<file path="src/rtl/sha256_pkg.sv">
// shared types and constants for the sha-256 engine
`timescale 1ns / 1ps
package sha256_pkg;

  typedef struct packed {
    logic [7:0] msg_byte;
    logic       has_byte;
    logic       end_of_message;
  } in_item_t;

  typedef struct packed {
    logic [31:0] digest_word;
    logic [2:0]  word_index;
    logic        last_word;
  } out_item_t;

  // controller to datapath
  typedef struct packed {
    logic       absorb;      // write byte, bump count
    logic       pad_mark;    // write 0x80 at fill, clear the rest
    logic       clear_blk;   // zero the words below the length words
    logic       put_len;     // write length words
    logic       comp_start;  // load working vars and schedule
    logic       comp_round;  // one round
    logic       comp_final;  // fold into hash words
    logic       reinit;      // restore initial hash and clear count
    logic [5:0] round;
    logic [2:0] out_idx;
  } dp_cmd_t;

  typedef struct packed {
    logic [5:0] pos;  // current byte fill
  } dp_sts_t;

  localparam logic [31:0] InitHash [8] = '{
    32'h6a09e667, 32'hbb67ae85, 32'h3c6ef372, 32'ha54ff53a,
    32'h510e527f, 32'h9b05688c, 32'h1f83d9ab, 32'h5be0cd19
  };

  localparam logic [31:0] RoundConst [64] = '{
    32'h428a2f98, 32'h71374491, 32'hb5c0fbcf, 32'he9b5dba5, 32'h3956c25b, 32'h59f111f1,
    32'h923f82a4, 32'hab1c5ed5, 32'hd807aa98, 32'h12835b01, 32'h243185be, 32'h550c7dc3,
    32'h72be5d74, 32'h80deb1fe, 32'h9bdc06a7, 32'hc19bf174, 32'he49b69c1, 32'hefbe4786,
    32'h0fc19dc6, 32'h240ca1cc, 32'h2de92c6f, 32'h4a7484aa, 32'h5cb0a9dc, 32'h76f988da,
    32'h983e5152, 32'ha831c66d, 32'hb00327c8, 32'hbf597fc7, 32'hc6e00bf3, 32'hd5a79147,
    32'h06ca6351, 32'h14292967, 32'h27b70a85, 32'h2e1b2138, 32'h4d2c6dfc, 32'h53380d13,
    32'h650a7354, 32'h766a0abb, 32'h81c2c92e, 32'h92722c85, 32'ha2bfe8a1, 32'ha81a664b,
    32'hc24b8b70, 32'hc76c51a3, 32'hd192e819, 32'hd6990624, 32'hf40e3585, 32'h106aa070,
    32'h19a4c116, 32'h1e376c08, 32'h2748774c, 32'h34b0bcb5, 32'h391c0cb3, 32'h4ed8aa4a,
    32'h5b9cca4f, 32'h682e6ff3, 32'h748f82ee, 32'h78a5636f, 32'h84c87814, 32'h8cc70208,
    32'h90befffa, 32'ha4506ceb, 32'hbef9a3f7, 32'hc67178f2
  };

  function automatic logic [31:0] rotr(input logic [31:0] x, input int unsigned n);
    rotr = (x >> n) | (x << (32 - n));
  endfunction

endpackage

</file>
<file path="src/rtl/sha256_datapath.sv">
// sha-256 datapath: block buffer, schedule, round logic, hash words, bit count
`timescale 1ns / 1ps
module sha256_datapath (
  input  logic                 clk_i,
  input  logic                 rst_ni,
  input  logic [7:0]           byte_i,
  input  sha256_pkg::dp_cmd_t  cmd_i,
  output sha256_pkg::dp_sts_t  sts_o,
  output logic [31:0]          hash_word_o
);
  import sha256_pkg::*;

  logic [31:0] blk_q [16];
  logic [31:0] w_q [16];
  logic [31:0] v_q [8];
  logic [31:0] h_q [8];
  logic [63:0] cnt_q;

  logic [5:0]  pos;
  logic [3:0]  wsel;
  logic [4:0]  shamt;
  logic [31:0] wt, sm0, sm1, s0, s1, chs, mj, t_one, t_two, sched_new;

  assign pos   = cnt_q[8:3];
  assign wsel  = pos[5:2];
  assign shamt = {~pos[1:0], 3'b000};
  assign sts_o.pos = pos;
  assign hash_word_o = h_q[cmd_i.out_idx];

  // schedule kept as a 16-word shift line, w_q[0] is the current word
  always_comb begin
    sm1 = rotr(w_q[14], 17) ^ rotr(w_q[14], 19) ^ (w_q[14] >> 10);
    sm0 = rotr(w_q[1], 7) ^ rotr(w_q[1], 18) ^ (w_q[1] >> 3);
    sched_new = sm1 + w_q[9] + sm0 + w_q[0];
    wt   = w_q[0];
    s1   = rotr(v_q[4], 6) ^ rotr(v_q[4], 11) ^ rotr(v_q[4], 25);
    chs  = (v_q[4] & v_q[5]) ^ (~v_q[4] & v_q[6]);
    t_one = v_q[7] + s1 + chs + RoundConst[cmd_i.round] + wt;
    s0   = rotr(v_q[0], 2) ^ rotr(v_q[0], 13) ^ rotr(v_q[0], 22);
    mj   = (v_q[0] & v_q[1]) ^ (v_q[0] & v_q[2]) ^ (v_q[1] & v_q[2]);
    t_two = s0 + mj;
  end

  always_ff @(posedge clk_i) begin
    if (cmd_i.absorb) begin
      if (pos[1:0] == 2'd0) blk_q[wsel] <= {byte_i, 24'd0};
      else blk_q[wsel] <= blk_q[wsel] | (32'(byte_i) << shamt);
    end
    if (cmd_i.pad_mark) begin
      for (int i = 0; i < 16; i++) begin
        // length words are left to put_len
        if (4'(i) > wsel && !(cmd_i.put_len && i >= 14)) blk_q[i] <= '0;
      end
      if (pos[1:0] == 2'd0) blk_q[wsel] <= 32'h8000_0000;
      else blk_q[wsel] <= blk_q[wsel] | (32'h80 << shamt);
    end
    if (cmd_i.clear_blk) begin
      for (int i = 0; i < 14; i++) blk_q[i] <= '0;
    end
    if (cmd_i.put_len) begin
      blk_q[14] <= cnt_q[63:32];
      blk_q[15] <= cnt_q[31:0];
    end
    if (cmd_i.comp_start) begin
      for (int i = 0; i < 16; i++) w_q[i] <= blk_q[i];
      for (int i = 0; i < 8; i++) v_q[i] <= h_q[i];
    end
    if (cmd_i.comp_round) begin
      for (int i = 0; i < 15; i++) w_q[i] <= w_q[i+1];
      w_q[15] <= sched_new;
      v_q[7] <= v_q[6];
      v_q[6] <= v_q[5];
      v_q[5] <= v_q[4];
      v_q[4] <= v_q[3] + t_one;
      v_q[3] <= v_q[2];
      v_q[2] <= v_q[1];
      v_q[1] <= v_q[0];
      v_q[0] <= t_one + t_two;
    end
  end

  always_ff @(posedge clk_i or negedge rst_ni) begin
    if (!rst_ni) begin
      for (int i = 0; i < 8; i++) h_q[i] <= InitHash[i];
      cnt_q <= '0;
    end else begin
      if (cmd_i.absorb) cnt_q <= cnt_q + 64'd8;
      if (cmd_i.comp_final) begin
        for (int i = 0; i < 8; i++) h_q[i] <= h_q[i] + v_q[i];
      end
      if (cmd_i.reinit) begin
        for (int i = 0; i < 8; i++) h_q[i] <= InitHash[i];
        cnt_q <= '0;
      end
    end
  end

endmodule

</file>
<file path="src/rtl/sha256_ctrl.sv">
// sha-256 controller: sequences absorb, padding, compression and digest output
`timescale 1ns / 1ps
module sha256_ctrl (
  input  logic                  clk_i,
  input  logic                  rst_ni,
  input  logic                  in_valid_i,
  output logic                  in_stall_o,
  input  sha256_pkg::in_item_t  in_data_i,
  output logic                  out_valid_o,
  input  logic                  out_stall_i,
  output logic [2:0]            out_idx_o,
  output sha256_pkg::dp_cmd_t   cmd_o,
  input  sha256_pkg::dp_sts_t   sts_i
);
  import sha256_pkg::*;

  localparam logic [2:0] StIdle  = 3'd0;
  localparam logic [2:0] StPad   = 3'd1;
  localparam logic [2:0] StStart = 3'd2;
  localparam logic [2:0] StRound = 3'd3;
  localparam logic [2:0] StFold  = 3'd4;
  localparam logic [2:0] StOut   = 3'd5;
  localparam logic [2:0] StLen   = 3'd6;

  logic [2:0] st_q, st_d;
  logic [5:0] rnd_q, rnd_d;
  logic [2:0] idx_q, idx_d;
  logic       fin_q, fin_d;   // padding or length block pending after this compression
  logic       len_q, len_d;   // compression in flight is the length block
  logic       acc;

  assign in_stall_o  = (st_q != StIdle);
  assign acc         = in_valid_i && !in_stall_o;
  assign out_valid_o = (st_q == StOut);
  assign out_idx_o   = idx_q;

  always_comb begin
    st_d = st_q; rnd_d = rnd_q; idx_d = idx_q; fin_d = fin_q; len_d = len_q;
    cmd_o = '0;
    cmd_o.round = rnd_q;
    cmd_o.out_idx = idx_q;
    case (st_q)
      StIdle: begin
        if (acc) begin
          cmd_o.absorb = in_data_i.has_byte;
          fin_d = in_data_i.end_of_message;
          len_d = 1'b0;
          if (in_data_i.has_byte && sts_i.pos == 6'd63) st_d = StStart;
          else if (in_data_i.end_of_message) st_d = StPad;
        end
      end
      StPad: begin
        cmd_o.pad_mark = 1'b1;
        st_d = StStart;
        if (sts_i.pos >= 6'd56) begin
          fin_d = 1'b1;  // length goes into a fresh block
        end else begin
          cmd_o.put_len = 1'b1;
          fin_d = 1'b0;
          len_d = 1'b1;
        end
      end
      StLen: begin
        cmd_o.clear_blk = 1'b1;
        cmd_o.put_len = 1'b1;
        fin_d = 1'b0;
        len_d = 1'b1;
        st_d = StStart;
      end
      StStart: begin
        cmd_o.comp_start = 1'b1;
        rnd_d = '0;
        st_d = StRound;
      end
      StRound: begin
        cmd_o.comp_round = 1'b1;
        rnd_d = rnd_q + 6'd1;
        if (rnd_q == 6'd63) st_d = StFold;
      end
      StFold: begin
        cmd_o.comp_final = 1'b1;
        if (len_q) begin
          st_d = StOut;
          idx_d = '0;
        end else if (fin_q) begin
          // spilled padding needs the length block, a full block still needs padding
          if (sts_i.pos >= 6'd56) st_d = StLen;
          else st_d = StPad;
        end else begin
          st_d = StIdle;
        end
      end
      StOut: begin
        if (!out_stall_i) begin
          idx_d = idx_q + 3'd1;
          if (idx_q == 3'd7) begin
            cmd_o.reinit = 1'b1;
            st_d = StIdle;
          end
        end
      end
      default: st_d = StIdle;
    endcase
  end

  always_ff @(posedge clk_i or negedge rst_ni) begin
    if (!rst_ni) begin
      st_q <= StIdle; rnd_q <= '0; idx_q <= '0; fin_q <= 1'b0; len_q <= 1'b0;
    end else begin
      st_q <= st_d; rnd_q <= rnd_d; idx_q <= idx_d; fin_q <= fin_d; len_q <= len_d;
    end
  end

endmodule

</file>
<file path="src/rtl/sha256_hash_engine_unit.sv">
// sha-256 engine top level: controller, datapath and output register
`timescale 1ns / 1ps
// one request per cycle while a block fills; the request completing a block stalls
// input through its compression (load, 64 rounds of the single round unit, fold)
// end of message adds a padding step and a compression; a spilled length
// adds a setup step and a second compression, then eight digest words
// reset: async active low, hash words to the initial values, bit count to zero
module sha256_hash_engine_unit (
  input  logic                  clk_i,
  input  logic                  rst_ni,
  input  logic                  in_valid_i,
  output logic                  in_stall_o,
  input  sha256_pkg::in_item_t  in_data_i,
  output logic                  out_valid_o,
  input  logic                  out_stall_i,
  output sha256_pkg::out_item_t out_data_o
);
  import sha256_pkg::*;

  dp_cmd_t     cmd;
  dp_sts_t     sts;
  logic [2:0]  idx;
  logic [31:0] hword;

  sha256_ctrl u_ctrl (
    .clk_i, .rst_ni, .in_valid_i, .in_stall_o, .in_data_i,
    .out_valid_o, .out_stall_i, .out_idx_o(idx), .cmd_o(cmd), .sts_i(sts)
  );

  sha256_datapath u_dp (
    .clk_i, .rst_ni, .byte_i(in_data_i.msg_byte), .cmd_i(cmd), .sts_o(sts),
    .hash_word_o(hword)
  );

  assign out_data_o.digest_word = hword;
  assign out_data_o.word_index  = idx;
  assign out_data_o.last_word   = (idx == 3'd7);

  a_out_blocks_in: assert property (@(posedge clk_i) disable iff (!rst_ni)
    out_valid_o |-> in_stall_o) else $error("input taken during digest output");
  a_idx_steps: assert property (@(posedge clk_i) disable iff (!rst_ni)
    (out_valid_o && !out_stall_i && idx != 3'd7) |=> (out_valid_o && idx == $past(idx) + 3'd1))
    else $error("digest index skipped");
  a_last_leaves: assert property (@(posedge clk_i) disable iff (!rst_ni)
    (out_valid_o && !out_stall_i && idx == 3'd7) |=> !out_valid_o)
    else $error("output continued past last word");

endmodule

</file>
<file path="config.mk">
export PLATFORM = sky130hd
export DESIGN_NAME = sha256_hash_engine_unit
export DESIGN_NICKNAME = d
export VERILOG_FILES = /design/src/rtl/sha256_pkg.sv /design/src/rtl/sha256_datapath.sv /design/src/rtl/sha256_ctrl.sv /design/src/rtl/sha256_hash_engine_unit.sv
export SDC_FILE = /design/constraint.sdc
export NUM_CORES = 2
export LEC_CHECK = 0
export BUFFER_PORTS_ARGS = -buffer_cell sky130_fd_sc_hd__buf_2
export CAP_MARGIN = 20
export CORE_UTILIZATION = 40
export CTS_BUF_LIST = sky130_fd_sc_hd__clkbuf_8 sky130_fd_sc_hd__clkbuf_16
export CTS_CLUSTER_SIZE = 24
export DETAILED_ROUTE_END_ITERATION = 10
export PLACE_DENSITY = 0.52
export SYNTH_ARGS = -nofsm -noshare
export SYNTH_HDL_FRONTEND = slang
export SYNTH_HIERARCHICAL = 1
export SYNTH_SLANG_ARGS = --single-unit
</file>
<file path="constraint.sdc">
create_clock -name clk_i -period 36.5 [get_ports clk_i]
set_input_delay 3.65 -clock clk_i [delete_from_list [all_inputs] [get_ports clk_i]]
set_output_delay 3.65 -clock clk_i [all_outputs]
set_load 0.02 [all_outputs]
</file>
==> qor.csv <==
stage;metric;value;unit
pwr;p_leak;41.1;nW
global_routing;grt_usage;0.300;
finish;area_delta_synth_final;10.6;%
route;antenna_left;0;
setup_path;crit_path_start_kind;flip-flop;
global_routing;antenna_found_initial;13;
place;io_buffers;51;
sta;rsz0062_at_grt;false;
sta;slew_viol_final;0;
pwr;ir_worst_vdd;0.0380;mV
pwr;cellPowerDensity;36.3;nW/um2
floorplan;core-area;241000;um2
sta;period_share;0.288;
setup_path;reg2reg_to;u_dp/v_q[0][27]$_DFFE_PP_;
finish;fill_cells;22600;
setup_path;crit_fanout;17;
synthesis;synth-warning-count;6;
finish;layout_commonest_cell;nand2_1;
sta;hold_slack;467;ps
clocking;clkLatencyLatePin;900;ps
route;drt_iter0_markers;7091;
floorplan;initial_core_util;0.404;
worst_hold_path;whs_path_depth;2;
synthesis;synth_edf_count;832;
route;wl_per_cell;29.6;um
clocking;cts_buffers;187;
synthesis;synth.yosys.seq_area_share;0.435;
setup_path;crit_slowest_cell;ha_1;
floorplan;die_h;496;um
floorplan;fp-row-count;180;
place;gp_congestion;0.994;
place;dpl.hpwl;266000;um
finish;final_cell_mix;nand2_1 (1473), edfxtp_1 (832), a21oi_1 (737);
worst_hold_path;hold_path_class;flip-flop to flip-flop;
synthesis;synth_cells;9389;
synthesis;ys_types;107;
sta;fin_crit;10510;ps
setup_path;crit_top_cell;fa_1;
job;cap_viol_max_count;0;
worst_hold_path;hp-start;u_dp/blk_q[1][10]$_SDFFE_PP0P_;
clocking;cts.path.max_buffers;3;
global_routing;grt-ovfl-total;0;
setup_path;cp.arrival;11120;ps
sta;slew_headroom;0.196;
synthesis;synth_nets;9995;
finish;drive_gt1_frac;0.172;
place;placedCellCount;12200;
setup_path;r2r_start;u_ctrl/rnd_q[1]$_DFFE_PN0P_;
global_routing;grt_pass1_vias;74700;
sta;worst-slew-pin-transition;1210;ps
global_routing;grt_pass1_wl;534000;um
clocking;ctsResizeCount;0;
global_routing;grt_max_degree;148;
route;wirelength;374000;um
route;drt-vias-per-instance;5.99;
setup_path;r2r_slack;25990;ps
synthesis;synthArstFlopShare;0.205;
clocking;clkTransAtPathRegs;60;ps
sta;hold_viol;0;
floorplan;dieArea;246000;um2
route;vias;75500;
sta;fin_setup_tns;0;ps
place;dp_slack;26030;ps
clocking;cts_tree;yes;
clocking;cts-root-buf;clkbuf_16;
sta;fmax;95.2;MHz
route;drc;0;
setup_path;critPathMaxStageDelay;1010;ps
synthesis;synthFlopType;edfxtp_1;
synthesis;syn-cell-area;97500;um2
sta;skew;75.1;ps
synthesis;synth_seq_cells;1611;
worst_hold_path;holdPathEnd;u_dp/blk_q[1][10]$_SDFFE_PP0P_;
pwr;p_total;3.91;mW
setup_path;endpoint_kind;flip-flop;
route;dr.pass1.iters;6;
finish;nNetsFinal;9840;
outcome;status;finished clean;
synthesis;avgSynthCellArea;10.4;um2
floorplan;ios;52;
sta;layout_setup_ws;25990;ps
setup_path;worstPathRequired;37120;ps
setup_path;path_class;flip-flop to flip-flop;
clocking;cts_setup_buffers;0;
sta;setup_viol;0;
clocking;htreeDepth;4;
setup_path;worst_r2r_path_depth;34;
clocking;ctsHoldBuffers;0;
clocking;cts_sinks;1611;
finish;layout.cells.non_filler;12600;
floorplan;die_w;496;um
==> layout make-up <==
cell class | count | area, um2 | area share
antenna | 14 | 35.0 | 0.000325
clock buffer | 210 | 5010 | 0.0464
clock inverter | 145 | 1530 | 0.0141
inverter | 276 | 1050 | 0.00972
multi-input combinational | 6929 | 52100 | 0.483
sequential | 1611 | 42400 | 0.394
tap | 3185 | 3990 | 0.0370
timing repair buffer | 229 | 1660 | 0.0154
==> metrics by stage <==
step,area (um2),util
2_1_floorplan,97500,-
3_3_place_gp,101000,0.419
3_5_place_dp,101000,0.419
4_1_cts,108000,0.446
5_1_grt,108000,0.447
6_report,108000,0.447
==> state kept, by name, summed over array words and instances (netlist names) <==
signal and flops:
u_ctrl/fin_q 1, u_ctrl/len_q 1, u_ctrl/out_idx_o 3, u_ctrl/rnd_q 6, u_ctrl/st_q 3, u_dp/blk_q 512
u_dp/cnt_q 61, u_dp/h_q 256, u_dp/v_q 256, u_dp/w_q 512
==> worst max path at each step <==
stage | from | endpoint | slack, ps
6_report | u_ctrl/rnd_q[1]$_DFFE_PN0P_ | u_dp/v_q[0][27]$_DFFE_PP_ | 25990
5_1_grt | u_ctrl/rnd_q[1]$_DFFE_PN0P_ | u_dp/v_q[0][29]$_DFFE_PP_ | 25270
4_1_cts | u_ctrl/rnd_q[1]$_DFFE_PN0P_ | u_dp/v_q[0][27]$_DFFE_PP_ | 26040
3_5_place_dp | u_ctrl/rnd_q[1]$_DFFE_PN0P_ | u_dp/v_q[0][27]$_DFFE_PP_ | 26030
3_3_place_gp | u_ctrl/rnd_q[1]$_DFFE_PN0P_ | u_dp/v_q[0][29]$_DFFE_PP_ | 25950
2_1_floorplan | u_ctrl/st_q[2]$_DFFE_PN0P_ | u_dp/v_q[0][0]$_DFFE_PP_ | 24830
==> cell usage after synthesis, types with 21 or more instances <==
cell type	number	area (um2)
nand2b_1	63	394
xnor2_1	416	3640
a211o_1	31	272
inv_1	271	1020
edfxtp_1	832	25000
dfrtp_1	195	4880
nand4_1	29	181
a22oi_1	50	375
maj3_1	21	210
xor2_1	167	1460
o31ai_1	39	293
dfxtp_1	448	8970
mux4_2	232	5230
and3_1	49	307
nor2_1	662	2480
buf_2	57	285
clkbuf_1	457	1720
o21ai_0	392	1960
o211ai_1	45	338
nand3_1	111	556
or3_1	46	288
nor3_1	103	515
and2_1	29	181
o21bai_1	47	353
a22o_1	55	482
buf_1	46	173
mux2_2	602	6780
a21oi_1	740	3700
nor2b_1	60	375
ha_1	397	4970
a31oi_1	54	338
dfstp_2	136	3570
o311ai_0	22	193
a21o_1	145	1090
a211oi_1	204	1530
fa_1	195	3900
o21a_1	72	541
mux2i_1	88	881
nand2_1	1483	5570
==> power breakdown <==
| part | internal, mW | switching [mW] |
|---|---|---|
| Combinational | 0.00619 | 0.0215 |
| Sequential | 1.89 | 0.000406 |
| Clock | 1.14 | 0.850 |
==> cells by family (layout without fill, tap and decap cells) <==
family,after synthesis,count (layout),share of synthesized area
AOI/OAI and AO/OA,2089,2089,0.135
xor gates and xnor gates,584,584,0.0526
adders and majority gates,613,613,0.0931
buffers and inverters,849,860,0.0339
DFF,1611,1611,0.435
muxes,922,922,0.132
other,0,14,0
and+or+nand+nor,2721,2721,0.118
==> metal layers <==
layer | track usage | routed length (um) | up-vias
li1 | - | - | 33600
met1 | 0.371 | 149000 | 38300
met2 | 0.505 | 179000 | 2923
met3 | 0.0453 | 23500 | 725
met4 | 0.158 | 21900 | 6
met5 | 0 | 36 | -
==> worst max-delay path: cells and delay by family, from the launching register on <==
family,cells,cell delay [ps]
adder cells (fa/ha/maj),8,3950
AO/OA/AOI/OAI,14,3760
multiplexers,1,270
XOR/XNOR,2,300
AND/OR/NAND/NOR,4,950
buffers and inverters,5,670
flip-flops,1,340
(Power assumes the default switching activity.)
